**config.mk**
```make
export PLATFORM = sky130hd
export DESIGN_NAME = gem_sqrt
export DESIGN_NICKNAME = d
export VERILOG_FILES = /design/src/hdl/gem_pkg.sv /design/src/hdl/gem_sqrt.sv
export SDC_FILE = /design/constraint.sdc
export NUM_CORES = 1
export LEC_CHECK = 0
export ABC_AREA = 1
export BUFFER_PORTS_ARGS = -buffer_cell sky130_fd_sc_hd__buf_2
export CORE_MARGIN = 2
export CORE_UTILIZATION = 55
export CTS_BUF_LIST = sky130_fd_sc_hd__clkbuf_16
export CTS_CLUSTER_SIZE = 25
export DETAILED_ROUTE_END_ITERATION = 10
export PLACE_DENSITY = 0.76
export SETUP_SLACK_MARGIN = 0.1
export SLEW_MARGIN = 40
export SYNTH_ARGS = -nofsm -noshare
export SYNTH_HDL_FRONTEND = slang
export SYNTH_SLANG_ARGS = --single-unit
```
**constraint.sdc**
```tcl
create_clock -name i_clk -period 17.75 [get_ports i_clk]
set_clock_uncertainty 0.15 [all_clocks]
set_input_delay 1.775 -clock i_clk [delete_from_list [all_inputs] [get_ports i_clk]]
set_output_delay 1.775 -clock i_clk [all_outputs]
set_load 0.01 [all_outputs]
```
**src/hdl/gem_pkg.sv**
```systemverilog
// Shared constants and the gradient struct type for the gradient edge magnitude block.
// No dependencies.
package gem_pkg;
    localparam int MaxWidthDefault  = 1024;
    localparam int MaxHeightDefault = 1024;
    localparam logic [10:0] ResetWidth  = 11'd640;
    localparam logic [10:0] ResetHeight = 11'd480;

    localparam logic [1:0] OpSobel   = 2'd0;
    localparam logic [1:0] OpPrewitt = 2'd1;
    localparam logic [1:0] OpScharr  = 2'd2;
    localparam logic [1:0] OpRoberts = 2'd3;

    localparam logic [1:0] RegWidth  = 2'd0;
    localparam logic [1:0] RegHeight = 2'd1;
    localparam logic [1:0] RegOp     = 2'd2;

    // Result of the window stage handed to the magnitude stage.
    typedef struct packed {
        logic        valid;
        logic        last;
        logic [1:0]  op;
        logic [13:0] gx;
        logic [13:0] gy;
    } t_grad;
endpackage

```
**src/hdl/gem_sqrt.sv**
```systemverilog
// Magnitude unit: squares, bit-serial floor square root, normalisation and clamp.
// Depends on gem_pkg.
module gem_sqrt (
    input  logic              i_clk,
    input  logic              i_rst_n,
    input  gem_pkg::t_grad    i_grad,
    output logic              o_busy,
    output logic              o_valid,
    output logic [7:0]        o_edge_value,
    output logic              o_frame_end,
    input  logic              i_stall
);
    typedef enum logic [1:0] {S_IDLE, S_SQ, S_ROOT} t_state;
    t_state      r_state;
    logic [27:0] r_sq_x, r_sq_y;
    logic [28:0] r_v;
    logic [28:0] r_res;
    logic [28:0] r_bit;
    logic [1:0]  r_op;
    logic        r_last;
    logic [7:0]  r_edge;
    logic        r_frame_end;
    logic        r_valid;
    logic [28:0] n_sum;
    logic [14:0] n_root;
    logic [14:0] n_div;
    logic [3:0]  n_rem3;
    logic [14:0] n_q3;
    logic        n_done;

    assign n_sum  = r_res + r_bit;
    assign n_root = r_res[14:0];
    // divide by 3 via reciprocal: q = (x*21846)>>16, corrected
    assign n_q3   = 15'((32'(n_root) * 32'd21846) >> 16);
    assign n_rem3 = 4'(n_root - 15'(n_q3 * 15'd3));

    always_comb begin
        case (r_op)
            gem_pkg::OpSobel:   n_div = n_root >> 2;
            gem_pkg::OpPrewitt: n_div = (n_rem3 >= 4'd3) ? n_q3 + 15'd1 : n_q3;
            gem_pkg::OpScharr:  n_div = n_root >> 4;
            default:            n_div = n_root;
        endcase
    end

    // The root holds its answer until the output register is free or being emptied.
    assign n_done       = (r_state == S_ROOT) && (r_bit == '0) && (!r_valid || !i_stall);
    assign o_busy       = (r_state != S_IDLE);
    assign o_valid      = r_valid;
    assign o_edge_value = r_edge;
    assign o_frame_end  = r_frame_end;

    always_ff @(posedge i_clk) begin
        if (!i_rst_n) begin
            r_state <= S_IDLE;
            r_valid <= 1'b0;
        end else begin
            if (n_done) r_valid <= 1'b1;
            else if (!i_stall) r_valid <= 1'b0;
            case (r_state)
                S_IDLE: begin
                    if (i_grad.valid) begin
                        r_sq_x  <= 28'($signed(i_grad.gx) * $signed(i_grad.gx));
                        r_sq_y  <= 28'($signed(i_grad.gy) * $signed(i_grad.gy));
                        r_op    <= i_grad.op;
                        r_last  <= i_grad.last;
                        r_state <= S_SQ;
                    end
                end
                S_SQ: begin
                    r_v     <= 29'(r_sq_x) + 29'(r_sq_y);
                    r_res   <= '0;
                    r_bit   <= 29'(1) << 28;
                    r_state <= S_ROOT;
                end
                S_ROOT: begin
                    if (r_bit == '0) begin
                        if (n_done) begin
                            r_edge      <= (n_div > 15'd255) ? 8'd255 : n_div[7:0];
                            r_frame_end <= r_last;
                            r_state     <= S_IDLE;
                        end
                    end else begin
                        if (r_v >= n_sum) begin
                            r_v   <= r_v - n_sum;
                            r_res <= (r_res >> 1) + r_bit;
                        end else begin
                            r_res <= r_res >> 1;
                        end
                        r_bit <= r_bit >> 2;
                    end
                end
                default: r_state <= S_IDLE;
            endcase
        end
    end
endmodule

```
# Yosys cells after proc, flatten, opt, wreduce, memory -nomap -nowiden
# Cells that the tools add are included.
[totals]
n_memories = 0
elab_cells = 65
latchBits = 0
register_bits = 158
romBits = 0
mem_bits_rw = 0
[op_classes]
mul = 4
n_shift = 0
n_lt_le_gt_ge = 3
bitwise_logic = 0
eq_ne = 10
n_reduce_logical = 15
add_sub_neg = 6
muxes = 16
n_div = 0
[ops]
columns = ["operator", "n"]
rows = [
  ["$pmux W29 S2", 3],
  ["$mux W29", 5],
  ["$mul A14 B14 Y28", 2],
  ["$pmux W15 S3", 1],
  ["$add A28 B28 Y29", 1],
  ["$add A28 B29 Y29", 1],
  ["$add A29 B29 Y29", 1],
  ["$ge A29 B29 Y1", 1],
  ["$logic_not A29 Y1", 1],
  ["$mul A15 B14 Y29 const B", 1],
  ["$sub A29 B29 Y29", 1],
  ["$add A14 B1 Y15 const B", 1],
  ["$gt A15 B8 Y1 const B", 1],
  ["$mux W15", 1],
  ["$mul A14 B2 Y4 const B", 1],
  ["$reduce_and A3 Y1", 3],
  ["$reduce_and A4 Y1", 2],
  ["$mux W2", 3],
  ["$ne A2 B1 Y1 const B", 3],
  ["$ne A2 B2 Y1 const B", 3],
  ["$pmux W2 S3", 1],
  ["$eq A2 B1 Y1 const B", 2],
  ["$eq A2 B2 Y1 const B", 2],
  ["$ge A4 B2 Y1 const B", 1],
  ["7 further kinds", 12],
]

# Logic depth before layout (Yosys ltp)
# Gate-level depths: netlist of run 1.
[logic_depth]
word_depth = 7
mapped_depth = 39

# Worst setup path before layout of run 1
# Ideal clock, no wire load.
[synth_path]
path_kind = "in2reg"
start = "in i_grad[19] (netlist name)"
end = "reg r_sq_x[26], data pin"
t_required_ns = 17.342
path_stages = 28
t_arrival_ns = 6.977
slack_ns = 10.365
cell_sequence = "clkbuf_1 -> nand2_1 -> inv_1 -> fa_1 -> inv_1 -> fa_1 -> inv_1 -> fa_1 -> inv_1 -> fa_1 -> fa_1 -> inv_1 -> fa_1 -> ha_1 -> a21oi_1 -> o21ai_0 -> o21bai_1 -> a21oi_1 -> inv_1 -> a21oi_1 -> o21ai_0 -> nand2_1 -> nand2_1 -> nand2_1 -> nand2_1 -> nand2_1 -> nand2_1 -> xor2_1"
[synth_between]
elab_chain_len = 1
[synth_lines]
columns = ["element", "line", "source"]
rows = [
  ["start, declared", "gem_sqrt.sv:6", "input gem_pkg::t_grad i_grad,"],
  ["$mul A14 B14 Y28", "gem_sqrt.sv:63", "r_sq_x <= 28'($signed(i_grad.gx) * $signed(i_grad.gx));"],
  ["end signal, assigned", "gem_sqrt.sv:63", ""],
  ["end, declared", "gem_sqrt.sv:15", "logic [27:0] r_sq_x, r_sq_y;"],
]
# Every way passes these cells.
# A chain may end at the register's enable or synchronous reset.

# Worst setup path in the final report of run 1
[layout_path]
start = "reg r_res[1]"
end = "reg r_edge[5], in the netlist o_edge_value[5], data pin"
[layout_between]
elab_chain_len = 7
[layout_lines]
columns = ["element", "line", "source"]
rows = [
  ["start, declared", "gem_sqrt.sv:17", "logic [28:0] r_res;"],
  ["start signal, assigned", "gem_sqrt.sv:86", "r_res <= (r_res >> 1) + r_bit;"],
  ["start signal, assigned", "gem_sqrt.sv:88", "r_res <= r_res >> 1;"],
  ["$mul A15 B14 Y29", "gem_sqrt.sv:34", "assign n_q3 = 15'((32'(n_root) * 32'd21846) >> 16);"],
  ["$mul A14 B2 Y4", "gem_sqrt.sv:35", "assign n_rem3 = 4'(n_root - 15'(n_q3 * 15'd3));"],
  ["$sub A4 B4 Y4", "gem_sqrt.sv:35", ""],
  ["$ge A4 B2 Y1", "gem_sqrt.sv:40", "gem_pkg::OpPrewitt: n_div = (n_rem3 >= 4'd3) ? n_q3 + 15'd1 : n_q3;"],
  ["$mux W15", "gem_sqrt.sv:40", ""],
  ["$pmux W15 S3 (*)", "gem_sqrt.sv:38", "case (r_op)"],
  ["$gt A15 B8 Y1", "gem_sqrt.sv:79", "r_edge <= (n_div > 15'd255) ? 8'd255 : n_div[7:0];"],
  ["end signal, assigned", "gem_sqrt.sv:79", ""],
  ["end, declared", "gem_sqrt.sv:21", "logic [7:0] r_edge;"],
]
# Every way passes the cells marked *; elsewhere a longest branch is shown, timed or not.

==> run_results.csv, run 1 <==
group,metric,value,unit
sta,report.final.slew_viol_count,0,
setup_path,reg2reg_depth,34,
detailed_routing,routed-via-count,22123,
setup_path,crit_path_start_kind,"register",
setup_path,regToRegStartpoint,"r_res[1]$_SDFFCE_PN0P_",
flow_run,cap_violations,0,
sta,hold_violations,0,
clocking,clk_pin_slew,0.06,ns
synthesis,mappedNetlistArea,0.02835,mm2
min_path,hold_path.class,"register to register",
sta,worst_slew_pin_slew,0.8316,ns
detailed_routing,detailedRoute.firstIterationViolations,1625,
setup_path,max_stage_delay,0.61,ns
floorplan,initial_utilization,55.48,%
setup_path,critical_path_required,17.78,ns
sta,min_period,7.675,ns
detailed_routing,route.detailed.wl_per_inst,15.05,um
final_layout,most-common-layout-cells,"inv_1 (821), nand2_1 (735), fa_1 (417)",
global_routing,gr-total-overflow,0,
clocking,ctsResizeCount,0,
detailed_routing,detail_route.first_pass.iterations,6,
sta,finalSetupTns,0,ns
min_path,instance_count_along_the_most_critical_hold_path,0,
clocking,tritoncts,"built",
sta,slew_headroom,44.36,%
synthesis,net_count_after_synthesis,4232,
sta,rsz_0062_raised_after_global_routing,"no",
global_routing,grt_pass1_vias,22018,
global_routing,grt_max_degree,58,
synthesis,yosysWarnings,0,
clocking,ctsHoldBuffers,0,
sta,fmax,130.3,MHz
global_routing,grt_usage,24.57,%
setup_path,path_max_fanout,20,
final_layout,design.final.nets,4250,
detailed_routing,avg_vias_per_cell,5.307,
setup_path,arrival,7.70,ns
setup_path,critical_path_class,"register to register",
final_layout,post_route_cells_drive_above_1_share,4.700,%
placed_design,preCtsSetupSlack,9.836,ns
global_routing,first_pass_grt_wire_length,106300,um
global_routing,number_of_antenna_violations_at_the_first_check_in_global_routing,0,
setup_path,path_common_cell,"nand2_1",
placed_design,portBuffers,45,
floorplan,core_area,0.05109,mm2
sta,setup_ws,10.08,ns
placed_design,routabilityCongestion,0.9263,
detailed_routing,detail-route-antenna-nets,0,
floorplan,std_cell_rows,83,
final_layout,n_antenna_cell,0,
clocking,post_cts_buffers,0,
synthesis,number_of_enable_flip_flop_cells_after_synthesis,139,
clocking,clockBufferDepth,2,
detailed_routing,post-route-drc-count,0,
setup_path,setup.worst_path.end_class,"register",
floorplan,die_x,231.0,um
final_layout,layout.cells.most_common,"inv_1",
setup_path,timing.critical_path.slowest_stage_cell,"edfxtp_1",
setup_path,r2r_end,"o_edge_value[5]$_SDFFCE_PN1P_",
floorplan,die_h,231.0,um
clocking,cts_buffers,17,
synthesis,post_synth.cell_area_avg,8.198,um2
status,status,"complete, no violations",
placed_design,place_hpwl,52850,um
clocking,insertion_delay,0.44,ns
floorplan,die_area,0.05337,mm2
clocking,htree_num_levels,4,
synthesis,yosysSeqAreaShare,14.94,%
sta,count_of_endpoints_failing_setup_in_the_final_report,0,
synthesis,postSynthRegisterBits,142,
min_path,hold_path_startpoint,"r_last$_DFFE_PP_",
synthesis,asyncSetResetFlopFracSynth,0,%
min_path,hold-path-endpoint,"o_frame_end$_DFFE_PP_",
clocking,cts-root-buf,"clkbuf_16",
final_layout,flow.area_growth_from_synthesis,5.208,%
floorplan,boundaryPins,46,
clocking,tritoncts_num_sinks,142,
setup_path,rrSetupSlack,10.08,ns
synthesis,syn_inst,3458,
detailed_routing,detail_route.wirelength,62760,um
synthesis,synthDistinctLibCells,66,
sta,post-route-period-util,43.24,%
synthesis,postSynth.topFlopCell,"edfxtp_1",
## registers in the layout (all words and copies together), names as in the netlist
| signal | count |
|---|---|
| r_last | 1 |
| r_sq_y | 27 |
| r_sq_x | 27 |
| o_valid | 1 |
| r_state | 2 |
| r_res | 29 |
| r_v | 29 |
| r_op | 2 |
| o_frame_end | 1 |
| r_bit | 15 |
| o_edge_value | 8 |
## cell families (layout without fill, tap and decap cells)
family / after synthesis / in the layout / synth area share [%]
muxes: 1 / 1 / 0.03972
DFF: 142 / 142 / 14.94
xor gates and xnor gates: 136 / 136 / 4.202
adders and majority gates: 739 / 739 / 43.66
and+or+nand+nor: 1124 / 1124 / 16.86
AOI/OAI and AO/OA: 428 / 428 / 8.470
buffers and inverters: 888 / 919 / 11.83
## worst max-delay path by stage
stage / start / endpoint
floorplan: i_grad[19] / r_sq_x[26]$_DFFE_PP_
global placement: i_grad[18] / r_sq_x[26]$_DFFE_PP_
detailed placement: i_grad[13] / r_sq_y[27]$_DFFE_PP_
CTS: r_res[1]$_SDFFCE_PN0P_ / o_edge_value[4]$_SDFFCE_PN1P_
global route: r_res[1]$_SDFFCE_PN0P_ / o_edge_value[2]$_SDFFCE_PN1P_
finish: r_res[1]$_SDFFCE_PN0P_ / o_edge_value[5]$_SDFFCE_PN1P_
## stage by stage
stage               instance area, um2  utilization (%)  hold WS, ns  std cells
detailed placement               29270            57.29       0.2729       4137
CTS                              29820            58.37       0.3168       4169
floorplan                        28350                -       0.2503       3458
global placement                 29270            57.29       0.2679       4137
finish                           29820            58.37       0.3066       4169
global route                     29820            58.37       0.3231       4169
## cell type report
class / instances / area, um2
Sequential cell: 142 / 4234
Timing Repair Buffer: 52 / 277.8
Tap cell: 680 / 850.8
Multi-Input combinational cell: 2428 / 20770
Fill cell: 4647 / 21270
Clock buffer: 17 / 425.4
Inverter: 835 / 3139
Clock inverter: 15 / 123.9
## routing by layer
metal | GRT usage [%] | part of all wire [%] | up-vias
met2 | 42.05 | 49 | 627
met1 | 33.74 | 44 | 10588
met3 | 2.657 | 5.8 | 93
met4 | 5.504 | 1.9 | 0
li1 | - | - | 10815
met5 | 0 | 0 | -
## worst max-delay path: cells and delay by family, from the launching register on
family	cells	cell delay [ns]
xor+xnor	1	0.24
simple gates	14	1.67
compound gates	1	0.20
flops	1	0.61
fa+ha+maj	9	3.77
buf+inv	9	0.74
## cells in the mapped netlist, types with 45 or more instances
| library cell | n | share of area (%) |
|---|---|---|
| xor2_1 | 79 | 2.4 |
| clkbuf_1 | 45 | 0.60 |
| ha_1 | 322 | 14 |
| edfxtp_1 | 139 | 15 |
| nand2_1 | 735 | 9.7 |
| fa_1 | 417 | 29 |
| nand3_1 | 101 | 1.8 |
| nor2_1 | 148 | 2.0 |
| a21oi_1 | 181 | 3.2 |
| inv_1 | 820 | 11 |
| xnor2_1 | 57 | 1.8 |
| o21ai_0 | 147 | 2.6 |
Power of run 1 is left out: the tool's default activity adds up to more than one toggle a clock period on the data nets, which glitch-free logic cannot reach.
==> run 2, diff against run 1 <==
==> constraint.sdc (replaced) <==
create_clock -name i_clk -period 7.89 [get_ports i_clk]
set_clock_uncertainty 0.15 [all_clocks]
set_input_delay 0.789 -clock i_clk [delete_from_list [all_inputs] [get_ports i_clk]]
set_output_delay 0.789 -clock i_clk [all_outputs]
set_load 0.01 [all_outputs]
==> run_results.csv, run 2 (synthesis results as in run 1) <==
group,metric,value,unit
global_routing,grt_pass1_vias,22388,
setup_path,critical_path_class,"register to register",
setup_path,timing.critical_path.max_delay_family,"adder cells",
min_path,hold-path-endpoint,"o_frame_end$_DFFE_PP_",
setup_path,cp.buffers_inverters,8,
floorplan,core_area,0.05109,mm2
placed_design,place_hpwl,54230,um
detailed_routing,detailedRoute.firstIterationViolations,1695,
final_layout,layout.cells.most_common,"inv_1",
sta,slew_headroom,46.74,%
sta,report.final.slew_viol_count,0,
final_layout,finalNonFillerCells,4187,
setup_path,reg2reg_depth,36,
sta,finalSetupTns,0,ns
floorplan,die_area,0.05337,mm2
setup_path,max_stage_delay,0.53,ns
final_layout,post_route_cells_drive_above_1_share,5.304,%
global_routing,first_pass_grt_wire_length,108800,um
global_routing,grt_max_degree,58,
clocking,insertion_delay,0.44,ns
detailed_routing,detail_route.wirelength,64300,um
detailed_routing,post-route-drc-count,0,
global_routing,number_of_antenna_violations_at_the_first_check_in_global_routing,0,
detailed_routing,avg_vias_per_cell,5.276,
sta,min_period,7.248,ns
min_path,instance_count_along_the_most_critical_hold_path,0,
setup_path,path_common_cell,"nand2_1",
floorplan,die_h,231.0,um
final_layout,share_of_the_core_filled_with_cells_in_the_final_layout,58.77,%
setup_path,path_max_fanout,20,
clocking,clockBufferDepth,2,
final_layout,multi_input_gate_area,0.02079,mm2
global_routing,grt_usage,25.17,%
clocking,clk_pin_slew,0.06,ns
detailed_routing,detail-route-antenna-nets,0,
global_routing,gr-total-overflow,0,
sta,fmax,138.0,MHz
sta,hold_violations,0,
sta,rsz_0062_raised_after_global_routing,"no",
min_path,hold_path.class,"register to register",
setup_path,arrival,7.27,ns
setup_path,crit_start,"r_res[3]$_SDFFCE_PN0P_",
sta,post-route-period-util,91.86,%
final_layout,reg_top3,"r_res: 29 flops, r_v: 29 flops",
clocking,cts_buffers,17,
status,status,"complete, no violations",
setup_path,r2r_end,"o_edge_value[3]$_SDFFCE_PN1P_",
setup_path,critical_path_required,7.91,ns
placed_design,post-place-cells,4151,
floorplan,boundaryPins,46,
clocking,htree_num_levels,4,
detailed_routing,route.detailed.wl_per_inst,15.36,um
setup_path,regToRegStartpoint,"r_res[3]$_SDFFCE_PN0P_",
final_layout,ff_latch_area,0.004234,mm2
setup_path,setup.worst_path.end_class,"register",
clocking,tritoncts,"built",
sta,count_of_endpoints_failing_setup_in_the_final_report,0,
placed_design,portBuffers,45,
flow_run,cap_violations,0,
final_layout,layout.filler_cells,4563,
floorplan,initial_utilization,55.48,%
final_layout,design.final.nets,4268,
detailed_routing,detail_route.first_pass.iterations,6,
setup_path,timing.critical_path.slowest_stage_cell,"fa_1",
sta,fin_hold_ws,0.2775,ns
final_layout,flow.area_growth_from_synthesis,5.923,%
clocking,tritoncts_num_sinks,142,
min_path,hold_path_startpoint,"r_last$_DFFE_PP_",
setup_path,crit_path_start_kind,"register",
setup_path,rrSetupSlack,0.64,ns
sta,worst_slew_pin_slew,0.7988,ns
floorplan,die_x,231.0,um
placed_design,routabilityCongestion,0.9253,
final_layout,n_antenna_cell,0,
detailed_routing,routed-via-count,22092,
final_layout,most-common-layout-cells,"inv_1 (820), nand2_1 (734), fa_1 (417)",
floorplan,std_cell_rows,83,
clocking,cts-root-buf,"clkbuf_16",
==> run 2: cell types whose count changed in the layout (fill, tap and decap cells not counted), sizes merged <==
cell | before | now
buf | 52 | 70
bufinv | 1 | 2
clkinv | 12 | 6
inv | 835 | 840
==> run 2: metal layers <==
metal	GRT usage (%)	routed length (um)	vias up
li1	-	-	10850
met1	35.06	28290	10552
met2	42.57	31060	601
met3	2.645	3665	89
met4	5.625	1277	0
met5	0	0	-
==> run 2: worst max path at each step <==
stage	endpoint	slack (ns)	cells past startpoint
after detailed placement	o_edge_value[3]$_SDFFCE_PN1P_	0.49	36
after global routing	o_edge_value[5]$_SDFFCE_PN1P_	0.1	36
after floorplan	o_edge_value[0]$_SDFFCE_PN1P_	1.10	37
after CTS	o_edge_value[3]$_SDFFCE_PN1P_	0.47	36
final	o_edge_value[3]$_SDFFCE_PN1P_	0.64	36
after global placement	o_edge_value[0]$_SDFFCE_PN1P_	0.56	36
==> run 2: final cells by class <==
cell class              instances  share of cell area (%)
clock buffers                  17                   1.417
inverters                     835                   10.46
well taps                     680                   2.834
multi-input cells            2428                   69.23
clock inverters                15                  0.5875
repair buffers                 70                   1.375
flip-flops and latches        142                   14.10
==> run 2: what timing repair did <==
item,in CTS,in global routing
endpoints found under the setup margin,0,8
endpoints found under the hold margin,0,0
gates resized for setup,0,3
hold buffers,0,0
setup buffers,0,4
==> run 2: through the flow <==
stage | setup WS (ns) | area (um2)
5_1_grt | 0.09913 | 30030
4_1_cts | 0.4699 | 29980
6_report | 0.6425 | 30030
3_5_place_dp | 0.4911 | 29380
3_3_place_gp | 0.5615 | 29380
2_1_floorplan | 1.099 | 28350
Power of run 2 is left out for the same reason.
==> run 3, diff against run 2 <==
--- a/config.mk
+++ b/config.mk
@@ -8,11 +8,11 @@
 export ABC_AREA = 1
 export BUFFER_PORTS_ARGS = -buffer_cell sky130_fd_sc_hd__buf_2
 export CORE_MARGIN = 2
-export CORE_UTILIZATION = 55
+export CORE_UTILIZATION = 59
 export CTS_BUF_LIST = sky130_fd_sc_hd__clkbuf_16
 export CTS_CLUSTER_SIZE = 25
 export DETAILED_ROUTE_END_ITERATION = 10
-export PLACE_DENSITY = 0.76
+export PLACE_DENSITY = 0.8
 export SETUP_SLACK_MARGIN = 0.1
 export SLEW_MARGIN = 40
 export SYNTH_ARGS = -nofsm -noshare
==> run_results.csv, run 3 (synthesis results as in run 1) <==
group,metric,value,unit
detailed_routing,route.detailed.wl_per_inst,15.72,um
sta,count_of_endpoints_failing_setup_in_the_final_report,0,
setup_path,setup.worst_path.end_class,"register",
setup_path,crit_path_start_kind,"register",
detailed_routing,detail-route-antenna-nets,0,
final_layout,flow.area_growth_from_synthesis,5.548,%
sta,report.final.slew_viol_count,0,
floorplan,die_h,223.2,um
setup_path,reg2reg_depth,30,
global_routing,first_pass_grt_wire_length,108600,um
clocking,cts_buffers,17,
sta,worst_slew_pin_slew,0.7955,ns
setup_path,path_max_fanout,10,
clocking,tritoncts,"built",
setup_path,arrival,7.33,ns
setup_path,timing.critical_path.slowest_stage_cell,"fa_1",
clocking,ctsHoldBuffers,0,
clocking,clk_pin_slew,0.07,ns
floorplan,initial_utilization,59.62,%
global_routing,grt_usage,27.06,%
placed_design,routabilityCongestion,0.9539,
sta,hold_violations,0,
floorplan,boundaryPins,46,
sta,min_period,7.303,ns
final_layout,design.final.nets,4266,
detailed_routing,post-route-drc-count,0,
final_layout,n_antenna_cell,0,
clocking,insertion_delay,0.44,ns
setup_path,path_common_cell,"nand2_1",
final_layout,layout.cells.most_common,"inv_1",
setup_path,max_stage_delay,0.54,ns
min_path,instance_count_along_the_most_critical_hold_path,0,
final_layout,share_of_the_core_filled_with_cells_in_the_final_layout,62.93,%
floorplan,die_x,223.2,um
detailed_routing,avg_vias_per_cell,5.412,
clocking,tritoncts_num_sinks,142,
floorplan,core_area,0.04755,mm2
clocking,cts-root-buf,"clkbuf_16",
global_routing,grt_pass1_vias,22558,
sta,fmax,136.9,MHz
setup_path,regToRegStartpoint,"r_res[3]$_SDFFCE_PN0P_",
status,status,"complete, no violations",
final_layout,post_route_cells_drive_above_1_share,5.138,%
setup_path,critical_path_required,7.91,ns
clocking,clockBufferDepth,2,
sta,finalSetupTns,0,ns
min_path,hold-path-endpoint,"o_frame_end$_DFFE_PP_",
final_layout,reg_top3,"r_res: 29 flops, r_v: 29 flops",
placed_design,place_hpwl,54060,um
sta,rsz_0062_raised_after_global_routing,"no",
final_layout,layout.filler_cells,3968,
floorplan,die_area,0.04982,mm2
detailed_routing,detail_route.first_pass.iterations,7,
setup_path,rrSetupSlack,0.59,ns
setup_path,critical_path_class,"register to register",
min_path,hold_path.class,"register to register",
detailed_routing,detailedRoute.firstIterationViolations,1695,
placed_design,portBuffers,45,
sta,post-route-period-util,92.56,%
flow_run,cap_violations,0,
final_layout,most-common-layout-cells,"inv_1 (820), nand2_1 (735), fa_1 (417)",
detailed_routing,routed-via-count,22287,
setup_path,r2r_end,"o_edge_value[4]$_SDFFCE_PN1P_",
global_routing,grt_max_degree,66,
global_routing,number_of_antenna_violations_at_the_first_check_in_global_routing,0,
clocking,htree_num_levels,4,
sta,slew_headroom,46.97,%
min_path,hold_path_startpoint,"r_last$_DFFE_PP_",
detailed_routing,detail_route.wirelength,64740,um
global_routing,gr-total-overflow,0,
floorplan,std_cell_rows,80,
run 3: area by class of cell:
type,count,area (um2),share of cell area [%]
Clock inverter,13,166.4,0.5562
Clock buffer,17,425.4,1.422
Tap cell,615,769.5,2.572
Timing Repair Buffer,67,390.4,1.305
Inverter,835,3139,10.49
Sequential cell,142,4234,14.15
Multi-Input combinational cell,2429,20790,69.50
run 3: per-layer routing:
metal	up-vias	track usage [%]	part of all wire, %
met4	0	7.339	2.5
met1	10615	37.00	43
met3	121	3.082	6.0
li1	10832	-	-
met5	-	0	0
met2	719	45.96	49
run 3: what timing repair did:
action | 4_1_cts | 5_1_grt
setup buffers | 0 | 2
endpoints found under the setup margin | 0 | 8
endpoints found under the hold margin | 0 | 0
gates resized for setup | 0 | 2
run 3: worst max-delay path by stage:
stage | from | end | depth (start not counted)
6_report | r_res[3]$_SDFFCE_PN0P_ | o_edge_value[4]$_SDFFCE_PN1P_ | 30
3_3_place_gp | r_res[0]$_SDFFCE_PN0P_ | o_edge_value[5]$_SDFFCE_PN1P_ | 33
5_1_grt | r_res[3]$_SDFFCE_PN0P_ | o_edge_value[7]$_SDFFCE_PN1P_ | 36
3_5_place_dp | r_res[0]$_SDFFCE_PN0P_ | o_edge_value[4]$_SDFFCE_PN1P_ | 33
4_1_cts | r_res[0]$_SDFFCE_PN0P_ | o_edge_value[4]$_SDFFCE_PN1P_ | 33
2_1_floorplan | r_res[1]$_SDFFCE_PN0P_ | o_edge_value[0]$_SDFFCE_PN1P_ | 37
run 3: worst max-delay path, delay by kind of cell, from the launching register on:
family	cells	cell delay, ns
adders and majority gates	9	3.93
buffers and inverters	7	0.53
and+or+nand+nor	11	1.46
AOI/OAI and AO/OA	3	0.50
DFF	1	0.45
run 3: per-stage QoR:
step                      std cells  setup WS, ns  hold WS (ns)  area [um2]
after floorplan                3458         1.099        0.2503       28350
after global placement         4085        0.5135        0.2683       29290
after detailed placement       4085        0.4596        0.2582       29290
after CTS                      4115        0.4093        0.2857       29880
after global routing           4118        0.1206        0.3026       29920
final                          4118        0.5873        0.2838       29920
Power of run 3 is left out for the same reason.
